==> src/spfn_pkg.sv <==
package spfn_pkg;

    localparam int COORD_W_DEF = 32;
    localparam int INDEX_W_DEF = 16;
    localparam int NORM_W      = 16;
    localparam int NORM_ONE    = 16384;
    localparam int E_W         = 30;   // scaled magnitude bits
    localparam int SQ_W        = 62;   // sum of three squares of E_W bits
    localparam int LEN_W       = 31;   // vector length
    localparam int REM_W       = 32;   // divider remainder
    localparam int CORNERS     = 3;
    localparam int RAD_RESET   = 65536;

    typedef enum logic [1:0] {
        REG_CENTER_X = 2'd0,
        REG_CENTER_Y = 2'd1,
        REG_CENTER_Z = 2'd2,
        REG_RADIUS   = 2'd3
    } t_reg_idx;

endpackage

==> src/spfn_in_if.sv <==
interface spfn_in_if #(
    parameter int W = spfn_pkg::COORD_W_DEF
);
    logic                valid;
    logic                ready;
    logic signed [W-1:0] vx;
    logic signed [W-1:0] vy;
    logic signed [W-1:0] vz;

    modport source(output valid, vx, vy, vz, input ready);
    modport sink(input valid, vx, vy, vz, output ready);
endinterface

==> src/spfn_out_if.sv <==
interface spfn_out_if #(
    parameter int W  = spfn_pkg::COORD_W_DEF,
    parameter int IW = spfn_pkg::INDEX_W_DEF
);
    logic                              valid;
    logic                              ready;
    logic signed [W-1:0]               px;
    logic signed [W-1:0]               py;
    logic signed [W-1:0]               pz;
    logic [IW-1:0]                     vertex_index;
    logic                              normal_valid;
    logic signed [spfn_pkg::NORM_W-1:0] nx;
    logic signed [spfn_pkg::NORM_W-1:0] ny;
    logic signed [spfn_pkg::NORM_W-1:0] nz;
    logic                              degenerate_vertex;
    logic                              degenerate_face;

    modport source(output valid, px, py, pz, vertex_index, normal_valid, nx, ny, nz,
                   degenerate_vertex, degenerate_face, input ready);
    modport sink(input valid, px, py, pz, vertex_index, normal_valid, nx, ny, nz,
                 degenerate_vertex, degenerate_face, output ready);
endinterface

==> src/sphere_project_flat_normal.sv <==
// Sequence: a plain vertex is normalized, squared, square-rooted, then multiplied and divided
//   per component. A vertex that closes a triangle adds a cross product and a second
//   normalize/length/divide pass.
// Throughput: one request at a time on one bit-serial multiplier, one 2-bit-per-step square
//   root and one restoring divider; a result may wait in the output register meanwhile.
// Reset: synchronous active-low; config returns to center 0, radius 1.0, counters to 0.
module sphere_project_flat_normal #(
    parameter int COORD_WIDTH = spfn_pkg::COORD_W_DEF,
    parameter int INDEX_WIDTH = spfn_pkg::INDEX_W_DEF,
    localparam int DW = (COORD_WIDTH > 32) ? 64 : 32,
    localparam int AW = (COORD_WIDTH > 32) ? 5 : 4
) (
    input  logic            i_clk,
    input  logic            i_rst_n,
    spfn_in_if.sink         i_vtx,
    spfn_out_if.source      o_res,
    input  logic            psel,
    input  logic            penable,
    input  logic            pwrite,
    input  logic [AW-1:0]   paddr,
    input  logic [DW-1:0]   pwdata,
    output logic [DW-1:0]   prdata,
    output logic            pready
);

    localparam int W     = COORD_WIDTH;
    localparam int MW    = (W + 1 > 31) ? W + 1 : 31;   // multiplier operand width
    localparam int PW    = 2 * MW;                      // product / numerator width
    localparam int CW    = PW + 1;                      // signed cross-term accumulator
    localparam int RADW  = (W - 1 > 17) ? W - 1 : 17;   // radius (holds the 1.0 reset)
    localparam int TW    = RADW + 2;                    // center +/- offset before sat
    localparam int ASH   = (COORD_WIDTH > 32) ? 3 : 2;
    localparam int CNT_W = $clog2(PW + 2);
    localparam int NW    = spfn_pkg::NORM_W;
    localparam int EW    = spfn_pkg::E_W;
    localparam int SW    = spfn_pkg::SQ_W;
    localparam int LW    = spfn_pkg::LEN_W;
    localparam int RW    = spfn_pkg::REM_W;

    localparam logic signed [TW-1:0] P_MAX = (TW'(1) <<< (W - 1)) - TW'(1);
    localparam logic signed [TW-1:0] P_MIN = -P_MAX - TW'(1);

    typedef enum logic [7:0] {
        S_IDLE  = 8'b0000_0001,
        S_NORM  = 8'b0000_0010,
        S_SQ    = 8'b0000_0100,
        S_SQRT  = 8'b0000_1000,
        S_MUL   = 8'b0001_0000,
        S_DIV   = 8'b0010_0000,
        S_CROSS = 8'b0100_0000,
        S_EMIT  = 8'b1000_0000
    } t_state;

    t_state r_state;

    // config
    logic signed [W-1:0] r_cx, r_cy, r_cz;
    logic [RADW-1:0]     r_rad;

    // per-request working set
    logic [PW-1:0]       r_m   [3];   // magnitudes being normalized
    logic                r_neg [3];   // sign of each component
    logic signed [W-1:0] r_p   [3];   // projected vertex
    logic [NW-1:0]       r_n   [3];   // normal
    logic                r_degv, r_degf, r_face;

    // held triangle corners
    logic signed [W-1:0] r_h0 [3];
    logic signed [W-1:0] r_h1 [3];
    logic [1:0]          r_corner;
    logic [INDEX_WIDTH-1:0] r_vidx;

    // sequencing
    logic [1:0]          r_idx;
    logic [2:0]          r_k;
    logic [CNT_W-1:0]    r_cnt;

    // bit-serial multiplier
    logic [MW-1:0]       r_ma, r_mpl, r_mph;
    // square root
    logic [SW-1:0]       r_sum, r_sqx, r_sqr, r_sqb;
    // restoring divider: r_dvn holds the numerator, fills with the quotient
    logic [PW-1:0]       r_dvn;
    logic [RW-1:0]       r_rem;
    // cross product term accumulator
    logic signed [CW-1:0] r_acc;

    // output register
    logic                r_ov;
    logic signed [W-1:0] r_opx, r_opy, r_opz;
    logic [INDEX_WIDTH-1:0] r_oidx;
    logic                r_onv, r_odv, r_odf;
    logic [NW-1:0]       r_onx, r_ony, r_onz;

    // ---------------------------------------------------------------- datapath
    logic signed [W-1:0] w_c  [3];
    logic signed [W:0]   w_d  [3];
    logic [W:0]          w_dm [3];
    logic signed [W:0]   w_u  [3];
    logic signed [W:0]   w_v  [3];
    logic [W:0]          w_um [3];
    logic [W:0]          w_vm [3];
    logic [EW-1:0]       w_e  [3];
    logic                w_degv, w_top, w_closing;
    logic [1:0]          w_ai, w_bi;
    logic                w_xs;
    logic [MW-1:0]       w_opa, w_opb;
    logic [MW:0]         w_ms;
    logic [PW-1:0]       w_prod;
    logic [SW-1:0]       w_sum, w_rb;
    logic [LW-1:0]       w_len;
    logic [RW-1:0]       w_trial;
    logic                w_qbit;
    logic [RADW-1:0]     w_q;
    logic signed [TW-1:0] w_t;
    logic signed [W-1:0] w_psat;
    logic [NW-1:0]       w_qn, w_nval;
    logic signed [CW-1:0] w_term, w_acc;
    logic [PW-1:0]       w_accm;

    assign w_c[0] = r_cx;
    assign w_c[1] = r_cy;
    assign w_c[2] = r_cz;

    always_comb begin
        w_d[0] = (W+1)'(i_vtx.vx) - (W+1)'(r_cx);
        w_d[1] = (W+1)'(i_vtx.vy) - (W+1)'(r_cy);
        w_d[2] = (W+1)'(i_vtx.vz) - (W+1)'(r_cz);
        for (int i = 0; i < 3; i++) begin
            w_dm[i] = w_d[i][W] ? (W+1)'(-w_d[i]) : (W+1)'(w_d[i]);
            w_u[i]  = (W+1)'(r_h1[i]) - (W+1)'(r_h0[i]);
            w_v[i]  = (W+1)'(r_p[i]) - (W+1)'(r_h0[i]);
            w_um[i] = w_u[i][W] ? (W+1)'(-w_u[i]) : (W+1)'(w_u[i]);
            w_vm[i] = w_v[i][W] ? (W+1)'(-w_v[i]) : (W+1)'(w_v[i]);
            w_e[i]  = r_m[i][PW-1 -: EW];
        end
    end

    assign w_degv    = (w_d[0] == '0) && (w_d[1] == '0) && (w_d[2] == '0);
    assign w_top     = r_m[0][PW-1] | r_m[1][PW-1] | r_m[2][PW-1];
    assign w_closing = (r_corner == 2'(spfn_pkg::CORNERS - 1));

    // cross terms: n0 = u1 v2 - u2 v1, n1 = u2 v0 - u0 v2, n2 = u0 v1 - u1 v0
    always_comb begin
        unique case (r_k)
            3'd0:    begin w_ai = 2'd1; w_bi = 2'd2; end
            3'd1:    begin w_ai = 2'd2; w_bi = 2'd1; end
            3'd2:    begin w_ai = 2'd2; w_bi = 2'd0; end
            3'd3:    begin w_ai = 2'd0; w_bi = 2'd2; end
            3'd4:    begin w_ai = 2'd0; w_bi = 2'd1; end
            3'd5:    begin w_ai = 2'd1; w_bi = 2'd0; end
            default: begin w_ai = 2'd0; w_bi = 2'd0; end
        endcase
    end
    assign w_xs = w_u[w_ai][W] ^ w_v[w_bi][W] ^ r_k[0];

    // multiplier operands by phase
    always_comb begin
        priority case (1'b1)
            r_state == S_CROSS: begin
                w_opa = MW'(w_um[w_ai]);
                w_opb = MW'(w_vm[w_bi]);
            end
            r_state == S_MUL: begin
                w_opa = MW'(w_e[r_idx]);
                w_opb = r_face ? MW'(spfn_pkg::NORM_ONE) : MW'(r_rad);
            end
            default: begin
                w_opa = MW'(w_e[r_idx]);
                w_opb = MW'(w_e[r_idx]);
            end
        endcase
    end

    assign w_ms   = {1'b0, r_mph} + (r_mpl[0] ? {1'b0, r_ma} : '0);
    assign w_prod = {r_mph, r_mpl};
    assign w_sum  = r_sum + w_prod[SW-1:0];
    assign w_rb   = r_sqr + r_sqb;
    assign w_len  = r_sqr[LW-1:0];

    assign w_trial = {r_rem[RW-2:0], r_dvn[PW-1]};
    assign w_qbit  = (w_trial >= RW'(w_len));

    // projected coordinate: center +/- rounded offset, saturated
    always_comb begin
        w_q = r_dvn[RADW-1:0];
        w_t = r_neg[r_idx] ? TW'(w_c[r_idx]) - $signed(TW'(w_q))
                           : TW'(w_c[r_idx]) + $signed(TW'(w_q));
        if (w_t > P_MAX)      w_psat = W'(P_MAX);
        else if (w_t < P_MIN) w_psat = W'(P_MIN);
        else                  w_psat = W'(w_t);
    end

    assign w_qn   = (r_dvn > PW'(spfn_pkg::NORM_ONE)) ? NW'(spfn_pkg::NORM_ONE) : r_dvn[NW-1:0];
    assign w_nval = r_neg[r_idx] ? NW'(-w_qn) : w_qn;

    assign w_term = w_xs ? -$signed({1'b0, w_prod}) : $signed({1'b0, w_prod});
    assign w_acc  = (r_k[0] ? r_acc : '0) + w_term;
    assign w_accm = w_acc[CW-1] ? PW'(-w_acc) : PW'(w_acc);

    // ---------------------------------------------------------------- sequencer
    always_ff @(posedge i_clk) begin
        if (!i_rst_n) begin
            r_state  <= S_IDLE;
            r_corner <= '0;
            r_vidx   <= '0;
            r_ov     <= 1'b0;
            r_cnt    <= '0;
            r_idx    <= '0;
            r_k      <= '0;
            r_face   <= 1'b0;
        end else begin
            // S_EMIT reloads the output register itself
            if (r_ov && o_res.ready && (r_state != S_EMIT)) r_ov <= 1'b0;

            unique case (r_state)
                S_IDLE: begin
                    if (i_vtx.valid) begin
                        for (int i = 0; i < 3; i++) begin
                            r_m[i]   <= PW'(w_dm[i]);
                            r_neg[i] <= w_d[i][W];
                            r_p[i]   <= w_c[i];
                            r_n[i]   <= '0;
                        end
                        r_degv <= w_degv;
                        r_degf <= 1'b0;
                        r_face <= 1'b0;
                        r_k    <= '0;
                        r_cnt  <= '0;
                        // a vertex on the center keeps P = C
                        if (!w_degv)        r_state <= S_NORM;
                        else if (w_closing) r_state <= S_CROSS;
                        else                r_state <= S_EMIT;
                    end
                end

                S_NORM: begin
                    if (w_top) begin
                        r_sum   <= '0;
                        r_idx   <= '0;
                        r_cnt   <= '0;
                        r_state <= S_SQ;
                    end else begin
                        for (int i = 0; i < 3; i++) r_m[i] <= r_m[i] << 1;
                    end
                end

                S_SQ, S_MUL, S_CROSS: begin
                    if (r_cnt == '0) begin
                        r_ma  <= w_opa;
                        r_mpl <= w_opb;
                        r_mph <= '0;
                        r_cnt <= r_cnt + 1'b1;
                    end else if (r_cnt != CNT_W'(MW + 1)) begin
                        r_mph <= w_ms[MW:1];
                        r_mpl <= {w_ms[0], r_mpl[MW-1:1]};
                        r_cnt <= r_cnt + 1'b1;
                    end else begin
                        r_cnt <= '0;
                        if (r_state == S_SQ) begin
                            if (r_idx == 2'd2) begin
                                r_sqx   <= w_sum;
                                r_sqr   <= '0;
                                r_sqb   <= SW'(1) << (SW - 2);
                                r_state <= S_SQRT;
                            end else begin
                                r_sum <= w_sum;
                                r_idx <= r_idx + 1'b1;
                            end
                        end else if (r_state == S_MUL) begin
                            r_dvn   <= w_prod + PW'(w_len >> 1);
                            r_rem   <= '0;
                            r_state <= S_DIV;
                        end else begin
                            r_acc <= w_acc;
                            if (r_k[0]) begin
                                r_m[r_k[2:1]]   <= w_accm;
                                r_neg[r_k[2:1]] <= w_acc[CW-1];
                            end
                            if (r_k == 3'd5) begin
                                r_face <= 1'b1;
                                if ((r_m[0] == '0) && (r_m[1] == '0) && (w_acc == '0)) begin
                                    r_degf  <= 1'b1;
                                    r_state <= S_EMIT;
                                end else begin
                                    r_state <= S_NORM;
                                end
                            end else begin
                                r_k <= r_k + 1'b1;
                            end
                        end
                    end
                end

                S_SQRT: begin
                    if (r_sqx >= w_rb) begin
                        r_sqx <= r_sqx - w_rb;
                        r_sqr <= (r_sqr >> 1) + r_sqb;
                    end else begin
                        r_sqr <= r_sqr >> 1;
                    end
                    r_sqb <= r_sqb >> 2;
                    if (r_cnt == CNT_W'(SW / 2 - 1)) begin
                        r_cnt   <= '0;
                        r_idx   <= '0;
                        r_state <= S_MUL;
                    end else begin
                        r_cnt <= r_cnt + 1'b1;
                    end
                end

                S_DIV: begin
                    if (r_cnt != CNT_W'(PW)) begin
                        r_rem <= w_qbit ? w_trial - RW'(w_len) : w_trial;
                        r_dvn <= {r_dvn[PW-2:0], w_qbit};
                        r_cnt <= r_cnt + 1'b1;
                    end else begin
                        r_cnt <= '0;
                        if (r_face) r_n[r_idx] <= w_nval;
                        else        r_p[r_idx] <= w_psat;
                        if (r_idx != 2'd2) begin
                            r_idx   <= r_idx + 1'b1;
                            r_state <= S_MUL;
                        end else if (!r_face && w_closing) begin
                            r_k     <= '0;
                            r_state <= S_CROSS;
                        end else begin
                            r_state <= S_EMIT;
                        end
                    end
                end

                S_EMIT: begin
                    if (!r_ov || o_res.ready) begin
                        r_ov   <= 1'b1;
                        r_opx  <= r_p[0];
                        r_opy  <= r_p[1];
                        r_opz  <= r_p[2];
                        r_oidx <= r_vidx;
                        r_onv  <= w_closing;
                        r_onx  <= r_n[0];
                        r_ony  <= r_n[1];
                        r_onz  <= r_n[2];
                        r_odv  <= r_degv;
                        r_odf  <= r_degf;
                        r_vidx <= r_vidx + 1'b1;
                        if (w_closing) begin
                            r_corner <= '0;
                        end else begin
                            if (r_corner == '0) begin
                                for (int i = 0; i < 3; i++) r_h0[i] <= r_p[i];
                            end else begin
                                for (int i = 0; i < 3; i++) r_h1[i] <= r_p[i];
                            end
                            r_corner <= r_corner + 1'b1;
                        end
                        r_state <= S_IDLE;
                    end
                end

                default: r_state <= S_IDLE;
            endcase
        end
    end

    // ---------------------------------------------------------------- config port
    logic [1:0] w_ridx;
    assign w_ridx = paddr[ASH +: 2];
    assign pready = 1'b1;

    always_ff @(posedge i_clk) begin
        if (!i_rst_n) begin
            r_cx  <= '0;
            r_cy  <= '0;
            r_cz  <= '0;
            r_rad <= RADW'(spfn_pkg::RAD_RESET);
        end else if (psel && penable && pwrite) begin
            unique case (w_ridx)
                spfn_pkg::REG_CENTER_X: r_cx  <= pwdata[W-1:0];
                spfn_pkg::REG_CENTER_Y: r_cy  <= pwdata[W-1:0];
                spfn_pkg::REG_CENTER_Z: r_cz  <= pwdata[W-1:0];
                spfn_pkg::REG_RADIUS:   r_rad <= RADW'(pwdata[W-2:0]);
                default:                r_rad <= r_rad;
            endcase
        end
    end

    always_comb begin
        unique case (w_ridx)
            spfn_pkg::REG_CENTER_X: prdata = DW'(r_cx);
            spfn_pkg::REG_CENTER_Y: prdata = DW'(r_cy);
            spfn_pkg::REG_CENTER_Z: prdata = DW'(r_cz);
            spfn_pkg::REG_RADIUS:   prdata = DW'(r_rad);
            default:                prdata = '0;
        endcase
    end

    // ---------------------------------------------------------------- ports
    assign i_vtx.ready             = (r_state == S_IDLE);
    assign o_res.valid             = r_ov;
    assign o_res.px                = r_opx;
    assign o_res.py                = r_opy;
    assign o_res.pz                = r_opz;
    assign o_res.vertex_index      = r_oidx;
    assign o_res.normal_valid      = r_onv;
    assign o_res.nx                = r_onx;
    assign o_res.ny                = r_ony;
    assign o_res.nz                = r_onz;
    assign o_res.degenerate_vertex = r_odv;
    assign o_res.degenerate_face   = r_odf;

endmodule

==> src/flat_wrapper.sv <==
// flat-port wrapper written by rule: the top's interface ports become plain ports
module sphere_project_flat_normal_flat 
#(
    parameter int COORD_WIDTH = spfn_pkg::COORD_W_DEF,
    parameter int INDEX_WIDTH = spfn_pkg::INDEX_W_DEF,
    localparam int DW = (COORD_WIDTH > 32) ? 64 : 32,
    localparam int AW = (COORD_WIDTH > 32) ? 5 : 4
)
  (i_clk, i_rst_n, psel, penable, pwrite, paddr, pwdata, prdata, pready, i_vtx_valid, i_vtx_vx, i_vtx_vy, i_vtx_vz, i_vtx_ready, o_res_valid, o_res_px, o_res_py, o_res_pz, o_res_vertex_index, o_res_normal_valid, o_res_nx, o_res_ny, o_res_nz, o_res_degenerate_vertex, o_res_degenerate_face, o_res_ready);
  spfn_in_if i_vtx_i ();
  spfn_out_if o_res_i ();
  input  logic i_clk;
  input  logic i_rst_n;
  input  logic psel;
  input  logic penable;
  input  logic pwrite;
  input  logic [AW-1:0] paddr;
  input  logic [DW-1:0] pwdata;
  output logic [DW-1:0] prdata;
  output logic pready;
  input wire logic [$bits(i_vtx_i.valid)-1:0] i_vtx_valid;
  input wire logic [$bits(i_vtx_i.vx)-1:0] i_vtx_vx;
  input wire logic [$bits(i_vtx_i.vy)-1:0] i_vtx_vy;
  input wire logic [$bits(i_vtx_i.vz)-1:0] i_vtx_vz;
  output wire logic [$bits(i_vtx_i.ready)-1:0] i_vtx_ready;
  output wire logic [$bits(o_res_i.valid)-1:0] o_res_valid;
  output wire logic [$bits(o_res_i.px)-1:0] o_res_px;
  output wire logic [$bits(o_res_i.py)-1:0] o_res_py;
  output wire logic [$bits(o_res_i.pz)-1:0] o_res_pz;
  output wire logic [$bits(o_res_i.vertex_index)-1:0] o_res_vertex_index;
  output wire logic [$bits(o_res_i.normal_valid)-1:0] o_res_normal_valid;
  output wire logic [$bits(o_res_i.nx)-1:0] o_res_nx;
  output wire logic [$bits(o_res_i.ny)-1:0] o_res_ny;
  output wire logic [$bits(o_res_i.nz)-1:0] o_res_nz;
  output wire logic [$bits(o_res_i.degenerate_vertex)-1:0] o_res_degenerate_vertex;
  output wire logic [$bits(o_res_i.degenerate_face)-1:0] o_res_degenerate_face;
  input wire logic [$bits(o_res_i.ready)-1:0] o_res_ready;
  assign i_vtx_i.valid = i_vtx_valid;
  assign i_vtx_i.vx = i_vtx_vx;
  assign i_vtx_i.vy = i_vtx_vy;
  assign i_vtx_i.vz = i_vtx_vz;
  assign i_vtx_ready = i_vtx_i.ready;
  assign o_res_valid = o_res_i.valid;
  assign o_res_px = o_res_i.px;
  assign o_res_py = o_res_i.py;
  assign o_res_pz = o_res_i.pz;
  assign o_res_vertex_index = o_res_i.vertex_index;
  assign o_res_normal_valid = o_res_i.normal_valid;
  assign o_res_nx = o_res_i.nx;
  assign o_res_ny = o_res_i.ny;
  assign o_res_nz = o_res_i.nz;
  assign o_res_degenerate_vertex = o_res_i.degenerate_vertex;
  assign o_res_degenerate_face = o_res_i.degenerate_face;
  assign o_res_i.ready = o_res_ready;
  sphere_project_flat_normal #(.COORD_WIDTH(COORD_WIDTH), .INDEX_WIDTH(INDEX_WIDTH)) u_core (.i_clk(i_clk), .i_rst_n(i_rst_n), .i_vtx(i_vtx_i), .o_res(o_res_i), .psel(psel), .penable(penable), .pwrite(pwrite), .paddr(paddr), .pwdata(pwdata), .prdata(prdata), .pready(pready));
endmodule
==> config.mk <==
export PLATFORM = sky130hd
export DESIGN_NAME = sphere_project_flat_normal_flat
export DESIGN_NICKNAME = d
export VERILOG_FILES = /design/src/spfn_pkg.sv /design/src/spfn_in_if.sv /design/src/spfn_out_if.sv /design/src/sphere_project_flat_normal.sv /design/src/flat_wrapper.sv
export SDC_FILE = /design/constraint.sdc
export NUM_CORES = 2
export LEC_CHECK = 0
export CORE_MARGIN = 4
export CORE_UTILIZATION = 55
export DETAILED_ROUTE_END_ITERATION = 10
export DONT_BUFFER_PORTS = 1
export PLACE_DENSITY = 0.78
export SETUP_SLACK_MARGIN = 0.5
export SLEW_MARGIN = 30
export SYNTH_ARGS = -nofsm -noshare
export SYNTH_HDL_FRONTEND = slang
export SYNTH_SLANG_ARGS = --single-unit
==> constraint.sdc <==
create_clock -name i_clk -period 18.5 [get_ports i_clk]
set_clock_uncertainty 0.2 [all_clocks]
set_input_delay 0.925 -clock i_clk [delete_from_list [all_inputs] [get_ports i_clk]]
set_output_delay 0.925 -clock i_clk [all_outputs]
set_load 0.005 [all_outputs]
Word-level counts from Yosys, hierarchy flattened --
Memories as Yosys holds them, arrays and structs flattened. A register that Yosys moved wholly into a read port is not among the register bits. Cells that the tools add are included.
Storage, ports and cells: output and inout port bits 198, RAM bits 537, word-level logic and storage cells 399, memories kept 6, flip-flop bits (word level) 795
Memories:
- u_core.r_m | depth 3, bits a word 66, rd ports 3, clocked after Yosys merged registers in 0, wr ports 3, RTL line sphere_project_flat_normal.sv:61 | logic [PW-1:0] r_m [3];
- u_core.r_h0 | depth 3, bits a word 32, rd ports 3, clocked after Yosys merged registers in 0, wr ports 3, RTL line sphere_project_flat_normal.sv:68 | logic signed [W-1:0] r_h0 [3];
- u_core.r_h1 | depth 3, bits a word 32, rd ports 3, clocked after Yosys merged registers in 0, wr ports 3, RTL line sphere_project_flat_normal.sv:69 | logic signed [W-1:0] r_h1 [3];
- u_core.r_p | depth 3, bits a word 32, rd ports 3, clocked after Yosys merged registers in 0, wr ports 3, RTL line sphere_project_flat_normal.sv:63 | logic signed [W-1:0] r_p [3];
- u_core.r_n | depth 3, bits a word 16, rd ports 3, clocked after Yosys merged registers in 3, wr ports 3, RTL line sphere_project_flat_normal.sv:64 | logic [NW-1:0] r_n [3];
- u_core.r_neg | depth 3, bits a word 1, rd ports 1, clocked after Yosys merged registers in 1, wr ports 3, RTL line sphere_project_flat_normal.sv:62 | logic r_neg [3];
Operators by class: $lt $le $gt $ge 8, bitwise operators 14, reductions and logical operators 59, add/subtract/negate cells 36, equal/unequal tests 46, muxes and demuxes 198
Operators by type and width (number):
- $mux 62 | 19
- $mux 33 | 24
- $mux 66 | 10
- $pmux 62 s2 | 4
- $sub 32x32->33 | 10
- $neg 33->33 | 9
- $bmux 33 s2 | 4
- $mux 31 | 7
- $mux 32 | 5
- $mux 67 | 2
- $logic_not 66->1 | 2
- $pmux 66 s2 | 1
- $mux 8 | 16
- $pmux 32 s4 | 1
- $add 62x62->62 | 2
- $logic_not 33->1 | 3
- $mux 30 | 3
- $add 67x67->67 | 1
- $logic_not 67->1 | 1
- $neg 66->67 | 1
- $add 66x30->66 | 1
- $gt 66x15->1 const B | 1
- $neg 66->66 | 1
- $reduce_or 66->1 | 1
- 75 further kinds | 232

Longest topological paths before layout --
word-level depth 20, mapped depth 38

Least setup slack after synthesis --
OpenSTA, ideal clock, no wires.
path kind register to register, from register u_core.r_state[7], to register u_core.r_sqx[0], enable pin, setup slack 7.085 ns, library setup time 0.576 ns, stages on the path, launching flop included 11, data required time 17.724 ns, path buffers 1, arrival time 10.639 ns, period minus slack after synthesis 11.415 ns, cell sequence dfxtp_1 -> or4_1 -> nor3_1 -> nand3b_1 -> nand2_1 -> nor2_1 -> inv_1 -> clkbuf_1 -> a21oi_1 -> nor2_1 -> a21boi_0
Between the ends: word-level cells in the longest chain between the ends 4
Ends and longest elaborated chain:
- start: declaration | RTL line sphere_project_flat_normal.sv:54 | t_state r_state;
- start signal: assignment | RTL line sphere_project_flat_normal.sv:204 | r_state <= S_IDLE;
- start signal: assignment | RTL line sphere_project_flat_normal.sv:231 | if (!w_degv) r_state <= S_NORM;
- start signal: assignment | RTL line sphere_project_flat_normal.sv:232 | else if (w_closing) r_state <= S_CROSS;
- $eq 8x5->1 (tied with other cells) | RTL line sphere_project_flat_normal.sv:216 | unique case (r_state)
- $reduce_or 3->1 | RTL line sphere_project_flat_normal.sv:216
- $ne 2x1->1 (no source line) (tied with other cells)
- $reduce_and 7->1 (no source line) *
- end signal: assignment | RTL line sphere_project_flat_normal.sv:262 | r_sqx <= w_sum;
- end signal: assignment | RTL line sphere_project_flat_normal.sv:297 | r_sqx <= r_sqx - w_rb;
- end: declaration | RTL line sphere_project_flat_normal.sv:81 | logic [SW-1:0] r_sum, r_sqx, r_sqr, r_sqb;
Mark *: on every way between the ends. The rest lies on a longest branch, timed or not. A chain may end at the register's enable or synchronous reset.

==> metrics.log <==
INFO  metric min_path_cells = 2
INFO  metric path_delay_family = compound AO/OA/AOI/OAI gates
INFO  metric hold_slack = 0.04483 ns
INFO  metric grt_util_all_layers = 0.3966
INFO  metric place_area = 105700 um^2
INFO  metric route.antenna.remaining_nets = 0
INFO  metric placement_rows = 158
INFO  metric post_cts_resized = 0
INFO  metric timing.final.crit_period = 12.83 ns
INFO  metric grt_pass1_vias = 85420
INFO  metric max_stage_delay = 0.90 ns
INFO  metric internal_power = 6245 uW
INFO  metric clockPowerShare = 0.358
INFO  metric routed_via_density = 6.692
INFO  metric detail_route.wirelength = 400600 um
INFO  metric switching_power = 3205 uW
INFO  metric yosysMostFrequentCell = nand2_1
INFO  metric area_growth = 8.447%
INFO  metric timing.critical_path.arrival = 13.17 ns
INFO  metric vdd_ir_drop_max = 84.92 uV
INFO  metric detailed_place_hpwl = 312200 um
INFO  metric grt_first_pass_wirelength = 571000 um
INFO  metric synth-seq-area-share = 0.3775
INFO  metric postCtsSetupBuffers = 0
INFO  metric hold_path_end = u_core.r_cx[8]
INFO  metric hold_viol = 0
INFO  metric drive_above_1_share = 0.05699
INFO  metric worst_r2r_startpoint = u_core.r_p[0][0]
INFO  metric first_iter_violations = 12100
INFO  metric p_comb_frac = 0.250
INFO  metric final_layout_net_count = 12150
INFO  metric cts_buffers = 158
INFO  metric synthesis_warnings = 0
INFO  metric post_synth.cell_area_avg = 8.993 um^2
INFO  metric detailedRoute.firstPassIterationCount = 9
INFO  metric timing_max_transition_violations_final = 0
INFO  metric ys_dominant_reg_cell = edfxtp_1
INFO  metric clock-root-buffer = clkbuf_16
INFO  metric remaining_drc_errors = 0
INFO  metric netSwitchingFraction = 0.3392
INFO  metric clk_pin_slew = 0.06 ns
INFO  metric area_share_of_the_leading_cell_type_in_the_synthesized_netlist = 0.3446
INFO  metric async_flop_share = 0
INFO  metric clock_path_buffers = 3
INFO  metric unrepaired_setup_endpoints_after_global_routing = no
INFO  metric antenna_violations_before_repair = 47
INFO  metric cts_htree_levels = 4
INFO  metric netlist_area = 103100 um^2
INFO  metric clock_latency = 0.87 ns
INFO  metric setup-tns-final = 0 ns
INFO  metric maxSlewHeadroom = 0.2011
INFO  metric drt-wirelength-per-cell = 28.74 um
INFO  metric non_filler_cells_final = 13940
INFO  metric critical_path.slowest_cell = xor2_1
INFO  metric fmax = 77.96 MHz
INFO  metric core_area = 185800 um^2
INFO  metric required = 18.84 ns
INFO  metric ys_types = 99
INFO  metric fp.dieArea = 194400 um^2
INFO  metric worstReg2RegEnd = u_core.r_m[2][27]
INFO  metric tritoncts_clock_tree = built
INFO  metric rr_worst_depth = 34
INFO  metric postSynthCellCount = 11460
INFO  metric finalCoreUtilization = 0.6015
INFO  metric finalInstanceArea = 111800 um^2
INFO  metric dp_cells = 13580
INFO  metric path_buf_inv = 6
INFO  metric floorplan.io_pins = 337
INFO  metric height_of_the_chip = 440.9 um
INFO  metric reg_to_reg_setup_timing_slack = 5.67 ns
INFO  metric static_leakage = 0.04170 uW
INFO  metric critical-path-top-cell-by-count = inv_1
INFO  metric grt_start_max_net_pins = 169
INFO  metric synth-edff-count = 1183
INFO  metric cp_max_fo = 38
INFO  metric startpoint_type = flip-flop
INFO  metric hold_path.class = primary input to flip-flop
INFO  metric netlist_top_cells_area = edfxtp_1, ha_1, xnor2_1
INFO  metric timing.setup.critical_path_class = flip-flop to flip-flop
INFO  metric timing.final.crit_share = 0.6933
INFO  metric power_density = 84.53 nW/um^2
INFO  metric gp_routability_congestion = 1.049
INFO  metric synth.net_count = 12320
INFO  metric clock_sink_count = 1352
INFO  metric min_from = pwdata[8]
INFO  metric io_buffers = 0
INFO  metric detailroute.via_count = 93290
INFO  metric report.final.setup_viol = 0
INFO  metric netlist_top_cells_count = nand2_1, edfxtp_1, nor2_1
INFO  metric initial_utilization = 0.5547
INFO  metric worstMarginPinSlew = 1.186 ns
INFO  metric run_status = finished clean
INFO  metric biggest_area_consumer_among_synthesized_cells = edfxtp_1
INFO  metric die_width = 440.9 um
INFO  metric cp-end-kind = flip-flop
INFO  metric final.fill_count = 15940
INFO  metric synth.ff_latch_count = 1352
INFO  metric grt_remaining_overflow = 0
INFO  metric cap_violations = 0
INFO  metric power.sequential.fraction = 0.392
layout make-up:
class	count	area, um^2	share of cell area
diodes	36	90.09	0.0008059
clock buffers	196	4240	0.03793
multi-input cells	9137	60930	0.5451
clock inverters	88	1254	0.01122
flip-flops and latches	1352	38910	0.3481
inverters	473	1778	0.01591
well taps	2480	3103	0.02776
repair buffers	178	1474	0.01319
power by group through the flow:
| stage | clock [uW] | combinational [uW] | sequential [uW] |
|---|---|---|---|
| final | 3380 | 2370 | 3700 |
| after global routing | 3520 | 2500 | 3710 |
| after floorplan | 0 | 1490 | 3680 |
| after detailed placement | 0 | 2260 | 3760 |
| after CTS | 3400 | 2290 | 3700 |
| after global placement | 0 | 2230 | 3750 |
state kept, by name, summed over array words and instances (netlist names), 62 cells and up, named ones only:
| register | count |
|---|---|
| u_core.r_acc | 67 |
| u_core.r_dvn | 66 |
| u_core.r_h0 | 96 |
| u_core.r_h1 | 96 |
| u_core.r_m | 198 |
| u_core.r_p | 96 |
| u_core.r_sqr | 62 |
| u_core.r_sqx | 62 |
| u_core.r_sum | 62 |
timing repair:
action | CTS | global route
hold buffers | 35 | 0
setup endpoints to repair | 0 | 0
hold endpoints to repair | 118 | 0
cell families (layout without fill, tap and decap cells):
kind of cell | after synthesis | after routing | synth area share
XOR/XNOR | 1061 | 1061 | 0.09015
buffers and inverters | 973 | 935 | 0.03572
AND/OR/NAND/NOR | 3789 | 3789 | 0.1750
adder cells (fa/ha/maj) | 726 | 726 | 0.08900
multiplexers | 190 | 190 | 0.02276
flip-flops | 1352 | 1352 | 0.3775
other | 1 | 37 | 0.00003638
AO/OA/AOI/OAI | 3370 | 3370 | 0.2098
metrics by stage:
stage / total power, uW / worst slack (ns)
final: 9450 / 5.673
after CTS: 9383 / 6.208
after detailed placement: 6022 / 6.298
after floorplan: 5171 / 7.085
after global placement: 5980 / 6.451
after global routing: 9722 / 5.368
worst max path at each step:
stage | depth (start not counted) | to | start
final | 34 | u_core.r_m[2][27] | u_core.r_p[0][0]
after global routing | 34 | u_core.r_m[2][27] | u_core.r_p[0][0]
after detailed placement | 34 | u_core.r_m[2][27] | u_core.r_p[0][0]
after CTS | 34 | u_core.r_m[2][27] | u_core.r_p[0][0]
after floorplan | 10 | u_core.r_sqx[0] | u_core.r_state[7]
after global placement | 34 | u_core.r_m[2][27] | u_core.r_p[0][0]
per-layer routing:
layer  part of all wire  track usage  vias up
met5            0.00058            0        -
met3               0.11      0.09539      970
li1                   -            -    41980
met1               0.40       0.5282    45020
met2               0.42       0.5827     5294
met4              0.075       0.2423       34
placed cells by master (no fill, tap or decap), types with 131 or more instances in the layout:
| cell type | n |
|---|---|
| and2_1 | 265 |
| xor2_1 | 481 |
| o21ai_0 | 814 |
| a21oi_1 | 805 |
| a31oi_1 | 166 |
| a21o_1 | 323 |
| ha_1 | 698 |
| clkbuf_16 | 161 |
| buf_4 | 131 |
| a21boi_0 | 172 |
| nand3_1 | 181 |
| inv_1 | 470 |
| dfxtp_1 | 166 |
| xnor2_1 | 560 |
| nand2_1 | 1233 |
| edfxtp_1 | 1183 |
| nor3_1 | 210 |
| a211oi_1 | 151 |
| nand4_1 | 132 |
| nor2_1 | 970 |
(Power assumes the default switching activity.)
